===== src/design/rfbsmp_pkg.sv =====
// Shared types and constants for the remote framebuffer server message parser.
// Used by rfbsmp_cfg, rfbsmp_parser, rfbsmp_outq and rfb_server_message_parser.
// No dependencies.
package rfbsmp_pkg;

  typedef enum logic [1:0] {
    EV_PIXEL     = 2'd0,
    EV_RECT_DONE = 2'd1,
    EV_ERROR     = 2'd2
  } ev_kind_e;

  typedef enum logic [2:0] {
    REG_FB_WIDTH         = 3'd0,
    REG_FB_HEIGHT        = 3'd1,
    REG_RED_LSB          = 3'd2,
    REG_GREEN_LSB        = 3'd3,
    REG_BLUE_LSB         = 3'd4,
    REG_PIXEL_BITS       = 3'd5,
    REG_PIXEL_BIG_ENDIAN = 3'd6
  } reg_idx_e;

  typedef struct packed {
    ev_kind_e    kind;
    logic [15:0] pos_x;
    logic [15:0] pos_y;
    logic [15:0] area_w;
    logic [15:0] area_h;
    logic [7:0]  red;
    logic [7:0]  green;
    logic [7:0]  blue;
    logic        last;
  } event_t;

  typedef struct packed {
    logic [15:0] fb_width;
    logic [15:0] fb_height;
    logic [4:0]  red_lsb;
    logic [4:0]  green_lsb;
    logic [4:0]  blue_lsb;
    logic [5:0]  pixel_bits;
    logic        pixel_big_endian;
  } cfg_t;

  localparam int unsigned CfgIdxW  = 3;
  localparam int unsigned CfgDataW = 16;

  // Cut-text length limit: 32 MiB
  localparam logic [31:0] CutLimit    = 32'd33554432;
  localparam logic [5:0]  PixelBitsOk = 6'd32;

  localparam int unsigned QDepth = 4;
  localparam int unsigned QPtrW  = $clog2(QDepth);
  localparam int unsigned QCntW  = $clog2(QDepth + 1);

endpackage


===== src/design/rfbsmp_cfg.sv =====
// Configuration register file for the parser.
// Depends on rfbsmp_pkg.
module rfbsmp_cfg (
  input  logic                             clk_i,
  input  logic                             rst_ni,
  input  logic                             cfg_we_i,
  input  logic [rfbsmp_pkg::CfgIdxW-1:0]   cfg_index_i,
  input  logic [rfbsmp_pkg::CfgDataW-1:0]  cfg_data_i,
  output rfbsmp_pkg::cfg_t                 cfg_o
);

  rfbsmp_pkg::cfg_t cfg_q;

  always_ff @(posedge clk_i or negedge rst_ni) begin
    if (!rst_ni) begin
      cfg_q.fb_width         <= 16'd64;
      cfg_q.fb_height        <= 16'd64;
      cfg_q.red_lsb          <= 5'd16;
      cfg_q.green_lsb        <= 5'd8;
      cfg_q.blue_lsb         <= 5'd0;
      cfg_q.pixel_bits       <= 6'd32;
      cfg_q.pixel_big_endian <= 1'b0;
    end else if (cfg_we_i) begin
      unique case (rfbsmp_pkg::reg_idx_e'(cfg_index_i))
        rfbsmp_pkg::REG_FB_WIDTH:         cfg_q.fb_width         <= cfg_data_i;
        rfbsmp_pkg::REG_FB_HEIGHT:        cfg_q.fb_height        <= cfg_data_i;
        rfbsmp_pkg::REG_RED_LSB:          cfg_q.red_lsb          <= cfg_data_i[4:0];
        rfbsmp_pkg::REG_GREEN_LSB:        cfg_q.green_lsb        <= cfg_data_i[4:0];
        rfbsmp_pkg::REG_BLUE_LSB:         cfg_q.blue_lsb         <= cfg_data_i[4:0];
        rfbsmp_pkg::REG_PIXEL_BITS:       cfg_q.pixel_bits       <= cfg_data_i[5:0];
        rfbsmp_pkg::REG_PIXEL_BIG_ENDIAN: cfg_q.pixel_big_endian <= cfg_data_i[0];
        default: ;
      endcase
    end
  end

  assign cfg_o = cfg_q;

endmodule


===== src/design/rfbsmp_parser.sv =====
// Byte-at-a-time message parser: protocol state, rectangle walk, pixel unpack.
// Produces up to two events per accepted byte. Depends on rfbsmp_pkg.
module rfbsmp_parser (
  input  logic                      clk_i,
  input  logic                      rst_ni,
  input  logic                      byte_vld_i,
  input  logic [7:0]                byte_i,
  input  rfbsmp_pkg::cfg_t          cfg_i,
  output logic [1:0]                ev_cnt_o,
  output rfbsmp_pkg::event_t        ev0_o,
  output rfbsmp_pkg::event_t        ev1_o
);

  localparam logic [3:0] PH_MSG       = 4'd0;
  localparam logic [3:0] PH_FBU_PAD   = 4'd1;
  localparam logic [3:0] PH_FBU_COUNT = 4'd2;
  localparam logic [3:0] PH_RECT_HDR  = 4'd3;
  localparam logic [3:0] PH_RAW_PIX   = 4'd4;
  localparam logic [3:0] PH_COPY_SRC  = 4'd5;
  localparam logic [3:0] PH_CUT_PAD   = 4'd6;
  localparam logic [3:0] PH_CUT_LEN   = 4'd7;
  localparam logic [3:0] PH_CUT_SKIP  = 4'd8;

  logic [3:0]  phase_q, phase_d;
  logic [3:0]  idx_q, idx_d;
  logic [15:0] rects_q, rects_d;
  logic [15:0] rx_q, rx_d, ry_q, ry_d, rw_q, rw_d, rh_q, rh_d;
  logic [15:0] col_q, col_d, row_q, row_d;
  logic [31:0] asm_q, asm_d;
  logic [25:0] skip_q, skip_d;
  logic        err_q, err_d;

  logic [31:0] asm_shift;
  logic [3:0]  idx_inc;
  logic [15:0] rects_dec;
  logic [25:0] skip_dec;
  logic        oob;
  logic [31:0] pix_le, pix;
  logic [16:0] col_inc, row_inc;
  rfbsmp_pkg::event_t ev_err, ev_fin, ev_pix;
  rfbsmp_pkg::event_t ev0, ev1;
  logic [1:0]  n_ev;

  assign asm_shift = {asm_q[23:0], byte_i};
  assign idx_inc   = idx_q + 4'd1;
  assign rects_dec = rects_q - 16'd1;
  assign skip_dec  = skip_q - 26'd1;
  assign col_inc   = {1'b0, col_q} + 17'd1;
  assign row_inc   = {1'b0, row_q} + 17'd1;
  assign oob = ({1'b0, rx_q} + {1'b0, rw_q} > {1'b0, cfg_i.fb_width}) ||
               ({1'b0, ry_q} + {1'b0, rh_q} > {1'b0, cfg_i.fb_height});

  assign pix_le = {asm_shift[7:0], asm_shift[15:8], asm_shift[23:16], asm_shift[31:24]};
  assign pix    = cfg_i.pixel_big_endian ? asm_shift : pix_le;

  always_comb begin
    ev_err      = '0;
    ev_err.kind = rfbsmp_pkg::EV_ERROR;

    ev_fin        = '0;
    ev_fin.kind   = rfbsmp_pkg::EV_RECT_DONE;
    ev_fin.pos_x  = rx_q;
    ev_fin.pos_y  = ry_q;
    ev_fin.area_w = rw_q;
    ev_fin.area_h = rh_q;

    ev_pix       = '0;
    ev_pix.kind  = rfbsmp_pkg::EV_PIXEL;
    ev_pix.pos_x = rx_q + col_q;
    ev_pix.pos_y = ry_q + row_q;
    ev_pix.red   = 8'(pix >> cfg_i.red_lsb);
    ev_pix.green = 8'(pix >> cfg_i.green_lsb);
    ev_pix.blue  = 8'(pix >> cfg_i.blue_lsb);
  end

  always_comb begin
    phase_d = phase_q;
    idx_d   = idx_q;
    rects_d = rects_q;
    rx_d    = rx_q;
    ry_d    = ry_q;
    rw_d    = rw_q;
    rh_d    = rh_q;
    col_d   = col_q;
    row_d   = row_q;
    asm_d   = asm_q;
    skip_d  = skip_q;
    err_d   = err_q;
    ev0     = '0;
    ev1     = '0;
    n_ev    = 2'd0;

    if (byte_vld_i && !err_q) begin
      unique case (phase_q)
        PH_MSG: begin
          idx_d = '0;
          asm_d = '0;
          if (byte_i == 8'd0) begin
            phase_d = PH_FBU_PAD;
          end else if (byte_i == 8'd3) begin
            phase_d = PH_CUT_PAD;
          end else begin
            err_d = 1'b1;
            ev0   = ev_err;
            n_ev  = 2'd1;
          end
        end
        PH_FBU_PAD: begin
          phase_d = PH_FBU_COUNT;
        end
        PH_FBU_COUNT: begin
          asm_d = asm_shift;
          idx_d = idx_inc;
          if (idx_inc >= 4'd2) begin
            rects_d = asm_shift[15:0];
            idx_d   = '0;
            asm_d   = '0;
            phase_d = (asm_shift[15:0] != '0) ? PH_RECT_HDR : PH_MSG;
          end
        end
        PH_RECT_HDR: begin
          idx_d = idx_inc;
          if (idx_q < 4'd2)      rx_d = {rx_q[7:0], byte_i};
          else if (idx_q < 4'd4) ry_d = {ry_q[7:0], byte_i};
          else if (idx_q < 4'd6) rw_d = {rw_q[7:0], byte_i};
          else if (idx_q < 4'd8) rh_d = {rh_q[7:0], byte_i};
          else                   asm_d = asm_shift;
          if (idx_q >= 4'd11) begin
            idx_d = '0;
            if (asm_shift == 32'd0) begin
              if (oob || cfg_i.pixel_bits != rfbsmp_pkg::PixelBitsOk) begin
                err_d = 1'b1;
                ev0   = ev_err;
                n_ev  = 2'd1;
              end else if (rw_q == '0 || rh_q == '0) begin
                ev0     = ev_fin;
                n_ev    = 2'd1;
                rects_d = rects_dec;
                asm_d   = '0;
                phase_d = (rects_dec != '0) ? PH_RECT_HDR : PH_MSG;
              end else begin
                col_d   = '0;
                row_d   = '0;
                asm_d   = '0;
                phase_d = PH_RAW_PIX;
              end
            end else if (asm_shift == 32'd1) begin
              if (oob) begin
                err_d = 1'b1;
                ev0   = ev_err;
                n_ev  = 2'd1;
              end else begin
                asm_d   = '0;
                phase_d = PH_COPY_SRC;
              end
            end else begin
              err_d = 1'b1;
              ev0   = ev_err;
              n_ev  = 2'd1;
            end
          end
        end
        PH_RAW_PIX: begin
          asm_d = asm_shift;
          idx_d = idx_inc;
          if (idx_inc >= 4'd4) begin
            ev0   = ev_pix;
            n_ev  = 2'd1;
            idx_d = '0;
            asm_d = '0;
            col_d = col_inc[15:0];
            if (col_inc >= {1'b0, rw_q}) begin
              col_d = '0;
              row_d = row_inc[15:0];
              if (row_inc >= {1'b0, rh_q}) begin
                ev1     = ev_fin;
                n_ev    = 2'd2;
                rects_d = rects_dec;
                phase_d = (rects_dec != '0) ? PH_RECT_HDR : PH_MSG;
              end
            end
          end
        end
        PH_COPY_SRC: begin
          idx_d = idx_inc;
          if (idx_inc >= 4'd4) begin
            ev0     = ev_fin;
            n_ev    = 2'd1;
            idx_d   = '0;
            asm_d   = '0;
            rects_d = rects_dec;
            phase_d = (rects_dec != '0) ? PH_RECT_HDR : PH_MSG;
          end
        end
        PH_CUT_PAD: begin
          idx_d = idx_inc;
          if (idx_inc >= 4'd3) begin
            idx_d   = '0;
            asm_d   = '0;
            phase_d = PH_CUT_LEN;
          end
        end
        PH_CUT_LEN: begin
          asm_d = asm_shift;
          idx_d = idx_inc;
          if (idx_inc >= 4'd4) begin
            idx_d = '0;
            asm_d = '0;
            if (asm_shift > rfbsmp_pkg::CutLimit) begin
              err_d = 1'b1;
              ev0   = ev_err;
              n_ev  = 2'd1;
            end else begin
              skip_d  = asm_shift[25:0];
              phase_d = (asm_shift != '0) ? PH_CUT_SKIP : PH_MSG;
            end
          end
        end
        PH_CUT_SKIP: begin
          skip_d = skip_dec;
          if (skip_dec == '0) phase_d = PH_MSG;
        end
        default: begin
          phase_d = PH_MSG;
        end
      endcase
    end

    // flag the final event of this byte
    if (n_ev == 2'd1) ev0.last = 1'b1;
    if (n_ev == 2'd2) ev1.last = 1'b1;
  end

  always_ff @(posedge clk_i or negedge rst_ni) begin
    if (!rst_ni) begin
      phase_q <= PH_MSG;
      idx_q   <= '0;
      rects_q <= '0;
      rx_q    <= '0;
      ry_q    <= '0;
      rw_q    <= '0;
      rh_q    <= '0;
      col_q   <= '0;
      row_q   <= '0;
      asm_q   <= '0;
      skip_q  <= '0;
      err_q   <= 1'b0;
    end else begin
      phase_q <= phase_d;
      idx_q   <= idx_d;
      rects_q <= rects_d;
      rx_q    <= rx_d;
      ry_q    <= ry_d;
      rw_q    <= rw_d;
      rh_q    <= rh_d;
      col_q   <= col_d;
      row_q   <= row_d;
      asm_q   <= asm_d;
      skip_q  <= skip_d;
      err_q   <= err_d;
    end
  end

  assign ev_cnt_o = n_ev;
  assign ev0_o    = ev0;
  assign ev1_o    = ev1;

endmodule


===== src/design/rfbsmp_outq.sv =====
// Small result queue: takes zero, one or two events per cycle, hands out one while out_ready_i is high.
// Depends on rfbsmp_pkg.
module rfbsmp_outq (
  input  logic                 clk_i,
  input  logic                 rst_ni,
  input  logic [1:0]           push_cnt_i,
  input  rfbsmp_pkg::event_t   push0_i,
  input  rfbsmp_pkg::event_t   push1_i,
  output logic                 room_o,
  output logic                 out_valid_o,
  input  logic                 out_ready_i,
  output rfbsmp_pkg::event_t   out_data_o
);

  rfbsmp_pkg::event_t              entry_q [rfbsmp_pkg::QDepth];
  logic [rfbsmp_pkg::QPtrW-1:0]    wr_ptr_q, rd_ptr_q, wr_ptr_nxt;
  logic [rfbsmp_pkg::QCntW-1:0]    count_q, count_d;
  logic                            pop;

  assign pop         = out_valid_o && out_ready_i;
  assign wr_ptr_nxt  = wr_ptr_q + 1'b1;
  assign count_d     = count_q + rfbsmp_pkg::QCntW'(push_cnt_i)
                       - rfbsmp_pkg::QCntW'(pop);
  // room for the largest burst a single byte can cause
  assign room_o      = count_q <= rfbsmp_pkg::QCntW'(rfbsmp_pkg::QDepth - 2);
  assign out_valid_o = count_q != '0;
  assign out_data_o  = entry_q[rd_ptr_q];

  always_ff @(posedge clk_i) begin
    if (push_cnt_i != 2'd0) entry_q[wr_ptr_q] <= push0_i;
    if (push_cnt_i == 2'd2) entry_q[wr_ptr_nxt] <= push1_i;
  end

  always_ff @(posedge clk_i or negedge rst_ni) begin
    if (!rst_ni) begin
      wr_ptr_q <= '0;
      rd_ptr_q <= '0;
      count_q  <= '0;
    end else begin
      wr_ptr_q <= wr_ptr_q + rfbsmp_pkg::QPtrW'(push_cnt_i);
      if (pop) rd_ptr_q <= rd_ptr_q + 1'b1;
      count_q  <= count_d;
    end
  end

endmodule


===== src/design/rfb_server_message_parser.sv =====
// Channel   Direction  Handshake                  Payload
// rx        in         rx_valid_i / rx_ready_o    rx_byte_i
// ev        out        ev_valid_o / ev_ready_i    event_kind_o .. last_o
// cfg       in         cfg_we_i (no wait)         cfg_index_i, cfg_data_i
//
// While rx_ready_o is high, one byte per cycle is parsed; its events are registered in the queue.
// The output port drains one event per cycle while ev_ready_i is high, so a byte ending a raw rectangle
// (pixel plus rectangle done) gives two events; a four-entry queue absorbs them.
// rx_ready_o drops only while the queue has fewer than two free entries.
// Reset clears parser state and the queue and loads register defaults.
// Depends on rfbsmp_pkg, rfbsmp_cfg, rfbsmp_parser, rfbsmp_outq.
module rfb_server_message_parser (
  input  logic                             clk_i,
  input  logic                             rst_ni,
  input  logic                             rx_valid_i,
  output logic                             rx_ready_o,
  input  logic [7:0]                       rx_byte_i,
  input  logic                             cfg_we_i,
  input  logic [rfbsmp_pkg::CfgIdxW-1:0]   cfg_index_i,
  input  logic [rfbsmp_pkg::CfgDataW-1:0]  cfg_data_i,
  output logic                             ev_valid_o,
  input  logic                             ev_ready_i,
  output logic [1:0]                       event_kind_o,
  output logic [15:0]                      pos_x_o,
  output logic [15:0]                      pos_y_o,
  output logic [15:0]                      area_width_o,
  output logic [15:0]                      area_height_o,
  output logic [7:0]                       red_o,
  output logic [7:0]                       green_o,
  output logic [7:0]                       blue_o,
  output logic                             last_o
);

  rfbsmp_pkg::cfg_t   cfg;
  rfbsmp_pkg::event_t ev0, ev1, ev_out;
  logic [1:0]         ev_cnt;
  logic               room;
  logic               rx_acc;

  assign rx_ready_o = room;
  assign rx_acc     = rx_valid_i && room;

  rfbsmp_cfg u_cfg (
    .clk_i       (clk_i),
    .rst_ni      (rst_ni),
    .cfg_we_i    (cfg_we_i),
    .cfg_index_i (cfg_index_i),
    .cfg_data_i  (cfg_data_i),
    .cfg_o       (cfg)
  );

  rfbsmp_parser u_parser (
    .clk_i      (clk_i),
    .rst_ni     (rst_ni),
    .byte_vld_i (rx_acc),
    .byte_i     (rx_byte_i),
    .cfg_i      (cfg),
    .ev_cnt_o   (ev_cnt),
    .ev0_o      (ev0),
    .ev1_o      (ev1)
  );

  rfbsmp_outq u_outq (
    .clk_i       (clk_i),
    .rst_ni      (rst_ni),
    .push_cnt_i  (ev_cnt),
    .push0_i     (ev0),
    .push1_i     (ev1),
    .room_o      (room),
    .out_valid_o (ev_valid_o),
    .out_ready_i (ev_ready_i),
    .out_data_o  (ev_out)
  );

  assign event_kind_o  = ev_out.kind;
  assign pos_x_o       = ev_out.pos_x;
  assign pos_y_o       = ev_out.pos_y;
  assign area_width_o  = ev_out.area_w;
  assign area_height_o = ev_out.area_h;
  assign red_o         = ev_out.red;
  assign green_o       = ev_out.green;
  assign blue_o        = ev_out.blue;
  assign last_o        = ev_out.last;

endmodule


===== config.mk =====
export PLATFORM = sky130hd
export DESIGN_NAME = rfb_server_message_parser
export DESIGN_NICKNAME = d
export VERILOG_FILES = /design/src/design/rfbsmp_pkg.sv /design/src/design/rfbsmp_cfg.sv /design/src/design/rfbsmp_parser.sv /design/src/design/rfbsmp_outq.sv /design/src/design/rfb_server_message_parser.sv
export SDC_FILE = /design/constraint.sdc
export NUM_CORES = 2
export LEC_CHECK = 0
export BUFFER_PORTS_ARGS = -buffer_cell sky130_fd_sc_hd__buf_2
export CORE_MARGIN = 10
export CORE_UTILIZATION = 64
export DETAILED_ROUTE_END_ITERATION = 16
export GPL_TIMING_DRIVEN = 0
export PLACE_DENSITY_LB_ADDON = 0.15
export SETUP_SLACK_MARGIN = 0.5
export SYNTH_ARGS = -nofsm -noshare
export SYNTH_HDL_FRONTEND = slang
export SYNTH_HIERARCHICAL = 1
export SYNTH_SLANG_ARGS = --single-unit

===== constraint.sdc =====
create_clock -name clk_i -period 14.61 [get_ports clk_i]
set_input_delay 1.461 -clock clk_i [delete_from_list [all_inputs] [get_ports clk_i]]
set_output_delay 1.461 -clock clk_i [all_outputs]
set_load 0.01 [all_outputs]

# Word level (Yosys, flattened, before mapping)
# Memories as Yosys holds them, arrays and structs flattened.
# Index checks and enable logic that the tools add are counted.
# classes
addsub	14
magnitude_cmp	14
n_eq_ne	42
n_shift	3
muxes	115
bitwise	3
n_reduce_logical	46
# op_table
op	n
2-to-1 mux 91 bit	14
case mux 91 bit (5 select lines)	1
2-to-1 mux 32 bit	14
2-to-1 mux 16 bit	17
2-to-1 mux 90 bit	3
case mux 32 bit (6 select lines)	1
>> shifter 32 x 5 -> 8 bit	3
2-to-1 mux 89 bit	1
2-to-1 mux 4 bit	22
case mux 16 bit (2 select lines)	2
case mux 16 bit (4 select lines)	1
2-to-1 mux 26 bit	2
case mux 26 bit (2 select lines)	1
case mux 4 bit (9 select lines)	1
adder 16 x 1 -> 17 bit, second input constant	2
adder 16 x 16 -> 17 bit	2
greater-or-equal comparator 17 x 16 -> 1 bit	2
greater-than comparator 17 x 16 -> 1 bit	2
adder 16 bit	2
equality test 32 x 1 -> 1 bit, second input constant	1
greater-than comparator 32 x 26 -> 1 bit, second input constant	1
zero test 16 bit	2
zero test 32 bit	1
nonzero test 16 bit	2
61 further kinds	137
# totals
ff_bits	240
ramBits	364
output_inout_bits	93
word_cells	260
n_memories	1
# mem_list
memory	words	width	read_ports	rd_clocked_by_memory_dff	write_ports	line	source
u_outq.entry_q	4	91	1	0	2	rfbsmp_outq.sv:15	rfbsmp_pkg::event_t entry_q [rfbsmp_pkg::QDepth];

# Depth between registers and ports, before layout
# depth
word_depth	12
mapped_depth	25

# Hierarchy
# Netlist, hierarchy kept.
# modules_own_cells
mod	n_inst	cells_each	area_per_inst_um2	seq_area_each_um2
rfbsmp_parser	1	2378	18968.2	4279.1
rfbsmp_outq	1	920	18699.2	11105.7
rfbsmp_cfg	1	119	2083.2	1357.6
rfb_server_message_parser	1	1	6.3	0.0

# Worst setup path before layout
# OpenSTA, ideal clock, no wires.
# synth_path
kind	flip-flop to flip-flop
from	reg u_parser.rw_q[0]
to	mem u_outq/entry_q[0][0] (netlist bit), enable pin
setup_ns	0.666
arrival_time_ns	10.470
required_time_ns	13.944
setup_slack_ns	3.473
stages_incl_launch_ff	23
path_buffers	0
path_cell_list	dfrtp_1 > ha_1 > inv_1 > fa_1 > nor2b_1 > o31ai_1 > a21oi_1 > nand4_1 > a311o_1 > nand2b_1 > a21oi_1 > xnor2_1 > ha_1 > nand3_1 > nor4_1 > a31o_2 > a31oi_1 > a211oi_1 > o21ai_0 > o21ai_0 > a21oi_1 > o21bai_1 > o21ai_0
# synth_lines
element	line	source
start, declared	rfbsmp_parser.sv:27	logic [15:0] rx_q, rx_d, ry_q, ry_d, rw_q, rw_d, rh_q, rh_d;
start signal, assigned	rfbsmp_parser.sv:254	rw_q <= rw_d;
end, declared	rfbsmp_outq.sv:15	

==> results.md <==
Place:
- The half-perimeter wire length of the detailed placement result is 92,960 µm.
- The setup slack at placement is around 6400 ps.
- The standard cell area after detailed placement is between 40,000 and 50,000 µm².
- Buffers placed on the I/O ports in this run total 123.
- The global placement routability congestion is 1.036.
- The instance count after placement with tap cells included is between 4,000 and 5,000.

Logic synthesis:
- The count of flip-flops with a built-in enable after synthesis is ~360.
- The mean post-synth cell area is roughly 12 µm².
- The share of synthesized area in the top cell type comes to 0.2749.
- The post-synthesis instance area is 39,760 µm².
- The cell type contributing the most total cell area after synthesis is edfxtp_1.
- The synthesized netlist cell count is approximately 3,400.
- The Yosys step of the flow raised 6 warnings.
- The count of cell types in the netlist is 92.
- The share of synthesized registers carrying an async set or reset is 0.3893.
- Of the synthesized area, sequential elements account for 0.4211.
- In the synthesized netlist the dominant register cell turns out to be edfxtp_1.
- Counting flops and latches in the post-synthesis netlist gives between 500 and 600.
- In the post-synthesis netlist, the biggest area contributors are edfxtp_1, dfrtp_1, mux2_2.

Setup path:
- The depth of the worst register-to-register path is 27.
- In this design, the largest share of critical-path delay is due to compound AO/OA/AOI/OAI gates.
- Counting stages on the worst path, the most repeated cell is a21oi_1.
- At the worst endpoint, the arrival time is roughly 9000 ps.
- Setup slack on the worst reg-to-reg path comes out at 5930 ps.
- The critical path class is flip-flop to flip-flop.
- In this run the critical register-to-register path is launched from u_parser/rw_q[0].
- The endpoint identified for the worst register-to-register timing path is u_outq/entry_q[0][76].
- The slowest stage of the critical path belongs to the cell a211oi_1.
- The worst setup path is launched from a flip-flop.
- The critical path buffer and inverter count is 6.
- The worst path required time is roughly 15,000 ps.
- Along the worst path, the maximum fanout reaches 25.
- The largest single stage delay on the critical path is approximately 700 ps.
- The endpoint class of the critical path is a flip-flop.

Timing:
- The tightest hold margin is around 500 ps.
- The achievable clock frequency is ~0.12 GHz.
- The worst path meets setup with 5925 ps of slack.
- Dividing the final minimum period by the clock period gives 0.5944.
- Setup violations remaining at the end of the flow were counted as 0.
- The minimum clock period is between 8000 and 9000 ps.
- For the pin with the worst max-slew slack, the measured transition is 1350 ps.
- For the final database, setup skew stands at around 28 ps.
- The number of hold-slack violations in the final timing report is 0.
- The accumulated negative setup slack is 0 ps.
- Setup repair after global routing left no endpoint under its margin.
- The total count of max-transition violations in the final report is 0.
- The worst slew margin relative to its limit is 0.09314.

Routing:
- The detailed router finished its first iteration with approximately 4,300 violations.
- Using the TritonRoute via totals, the vias-per-cell ratio works out to 6.879.
- The number of nets still failing antenna checks after routing is 0.
- Before antenna repair, the detailed router went through 7 iterations.
- The routed wire length is 127,800 µm.
- The length of routed wiring on met1 is between 50,000 and 60,000 µm.
- Wire segments on met2 add up to between 50,000 and 60,000 µm in the final route.
- Summed over all nets, wire length on met3 after detailed routing comes to roughly 13,000 µm.
- In the routed design, unresolved DRC markers number 0.
- The mean routed wirelength per cell is 28.13 µm.
- Detailed routing inserted a total of about 31,000 vias.
- After detailed routing, no signal wire sits above met5.

Run status:
- The run finished with clean final reports.

CTS:
- The number of gates resized after CTS was 0.
- The number of buffers created by CTS is just under 70.
- CTS saw ~600 sinks.
- The clock transition at the register clock pins on the worst setup and hold paths after CTS is about 60 ps.
- The buffer levels on the longest clock path is 3.
- The later-pin clock latency in the skew report is roughly 630 ps.
- The clock tree from TritonCTS is yes.
- Buffers inserted to repair hold after CTS numbered 0.
- The count of buffers added by post-CTS timing repair for setup is 0.
- CTS placed an instance of clkbuf_16 at the clock tree root.
- The H-tree generated during clock tree synthesis spans 3 levels.

Floorplan:
- The vertical extent of the die is roughly 270 µm.
- The core outline area is slightly above 60,000 µm².
- For this design the top-level I/O count stands at approximately 130.
- The die is ~270 µm wide.
- The initialized floorplan defines between 90 and 100 standard-cell rows.
- The starting utilization of the core area is 0.6454.
- The area enclosed by the die boundary is between 70,000 and 80,000 µm².

Pwr:
- The power density relative to cell area is 139.5 nW/µm².
- The worst ir drop on vdd is between 0.0001 and 0.00015 V.
- Summed over all cells, the static leakage comes to ~0.018 µW.

Hold path:
- The number of cells on the worst hold path is 2.
- For hold timing, the worst endpoint is u_parser/skip_q[25].
- The startpoint identified for the worst hold timing path is u_parser/skip_q[25].
- The worst hold-check path type is flip-flop to flip-flop.

Cells and area:
- At the end of the flow, the number of nets in the layout was around 3,800.
- The final instance area is 44,310 µm².
- From synthesis to final layout, the design area changed by 11.44%.
- In the final layout, the share of cells above drive strength 1 is 0.2765.
- The number of cells in the finished layout apart from fillers is 4,543.

GRT:
- Global routing finished with a remaining overflow of 0.
- The initial antenna violation count is 2.
- The first-pass GRT wire length is 192,500 µm.
- The maximum number of pins on one net before global-route repair is 86.
- The via count of the first global-routing pass is just over 30,000.
- In the global route stage, overall resource usage came out at 0.3432.

Flow run:
- The max-capacitance violation count is 0.
cell usage in the layout (no fill, tap or decap), drive strengths merged, types with 18 or more instances in the layout:
cell type    n
a21oi      161
nor4        24
xor2        27
inv        131
nor3        88
a211oi      26
nand2b      24
a22o        51
clkinv      26
dfrtp      227
o211ai      59
mux4       118
mux2i       70
a31oi       26
nand3       59
nand2      194
nor2       206
a21o        23
o21ai      176
and2        78
buf        245
conb        25
xnor2       63
edfxtp     364
mux2       532
ha         139
nand4       26
and3        22
o211a       18
clkbuf     217
report_power, final:
group          internal [µW]  leakage [µW]  switching, µW
clock                   1100       0.00116            729
combinational            876        0.0105           1350
sequential              1930       0.00633            198
total                   3900        0.0179           2280
flip-flops by register name, summed over array words and instances (netlist names), 24 cells and up:
register / cells
u_parser/asm_q: 24
u_outq/entry_q: 364
u_cfg/cfg_o: 54
u_parser/skip_q: 26
worst max-delay path by stage:
stage                startpoint               endpoint  slack (ps)  cells after the start
3_5_place_dp   u_parser/rw_q[0]  u_outq/entry_q[0][73]        6440                     27
3_3_place_gp   u_parser/rw_q[0]  u_outq/entry_q[0][61]       -3890                     22
2_1_floorplan  u_parser/rw_q[0]   u_outq/entry_q[0][0]        3470                     22
5_1_grt        u_parser/rw_q[0]  u_outq/entry_q[0][79]        5790                     27
6_report       u_parser/rw_q[0]  u_outq/entry_q[0][76]        5930                     27
4_1_cts        u_parser/rw_q[0]  u_outq/entry_q[0][79]        6360                     27
routing by layer:
layer | global-route usage | vias up
met5 | 0 | -
met4 | 0.1230 | 2
met3 | 0.06709 | 317
met2 | 0.5288 | 1931
met1 | 0.4785 | 15600
li1 | - | 13400
synthesized netlist by cell type (63+ instances only):
master,number
mux2i_1,70
clkbuf_1,136
inv_1,125
xnor2_1,63
nor3_1,87
o21ai_0,173
a21oi_1,161
mux2_4,169
mux2_2,353
nor2_1,205
nand2_1,194
mux4_2,118
edfxtp_1,364
and2_1,78
dfrtp_1,227
ha_1,139
through the flow:
step / util / power (µW)
5_1_grt: 0.7192 / 6420
3_3_place_gp: 0.6739 / 4262
6_report: 0.7193 / 6182
4_1_cts: 0.7192 / 6136
2_1_floorplan: - / 3552
3_5_place_dp: 0.6810 / 4307
worst min-delay path, delay by kind of cell, from the launching register on:
kind / cells / cell delay (ps)
DFF: 1 / 340
AOI/OAI and AO/OA: 2 / 120
final cells by class:
cell class | instances | area [µm²]
clock inverters | 43 | 560.5
fillers | 4173 | 17290
repair buffers | 140 | 1011
multi-input cells | 2474 | 21300
plain buffers | 244 | 1363
well taps | 837 | 1047
diodes | 3 | 7.507
clock buffers | 78 | 1790
flip-flops and latches | 596 | 16740
inverters | 128 | 480.5
logic make-up (layout without fill, tap and decap cells):
logic type / Yosys count / in the layout / synth area share
multiplexers: 720 / 720 / 0.2511
XOR/XNOR: 90 / 90 / 0.01983
other: 1 / 28 / 0.00009432
AO/OA/AOI/OAI: 692 / 692 / 0.1146
AND/OR/NAND/NOR: 803 / 803 / 0.1007
adder cells (fa/ha/maj): 144 / 144 / 0.04626
flip-flops: 596 / 596 / 0.4211
buffers and inverters: 372 / 633 / 0.04636
Power figures use the tool's default switching activity.
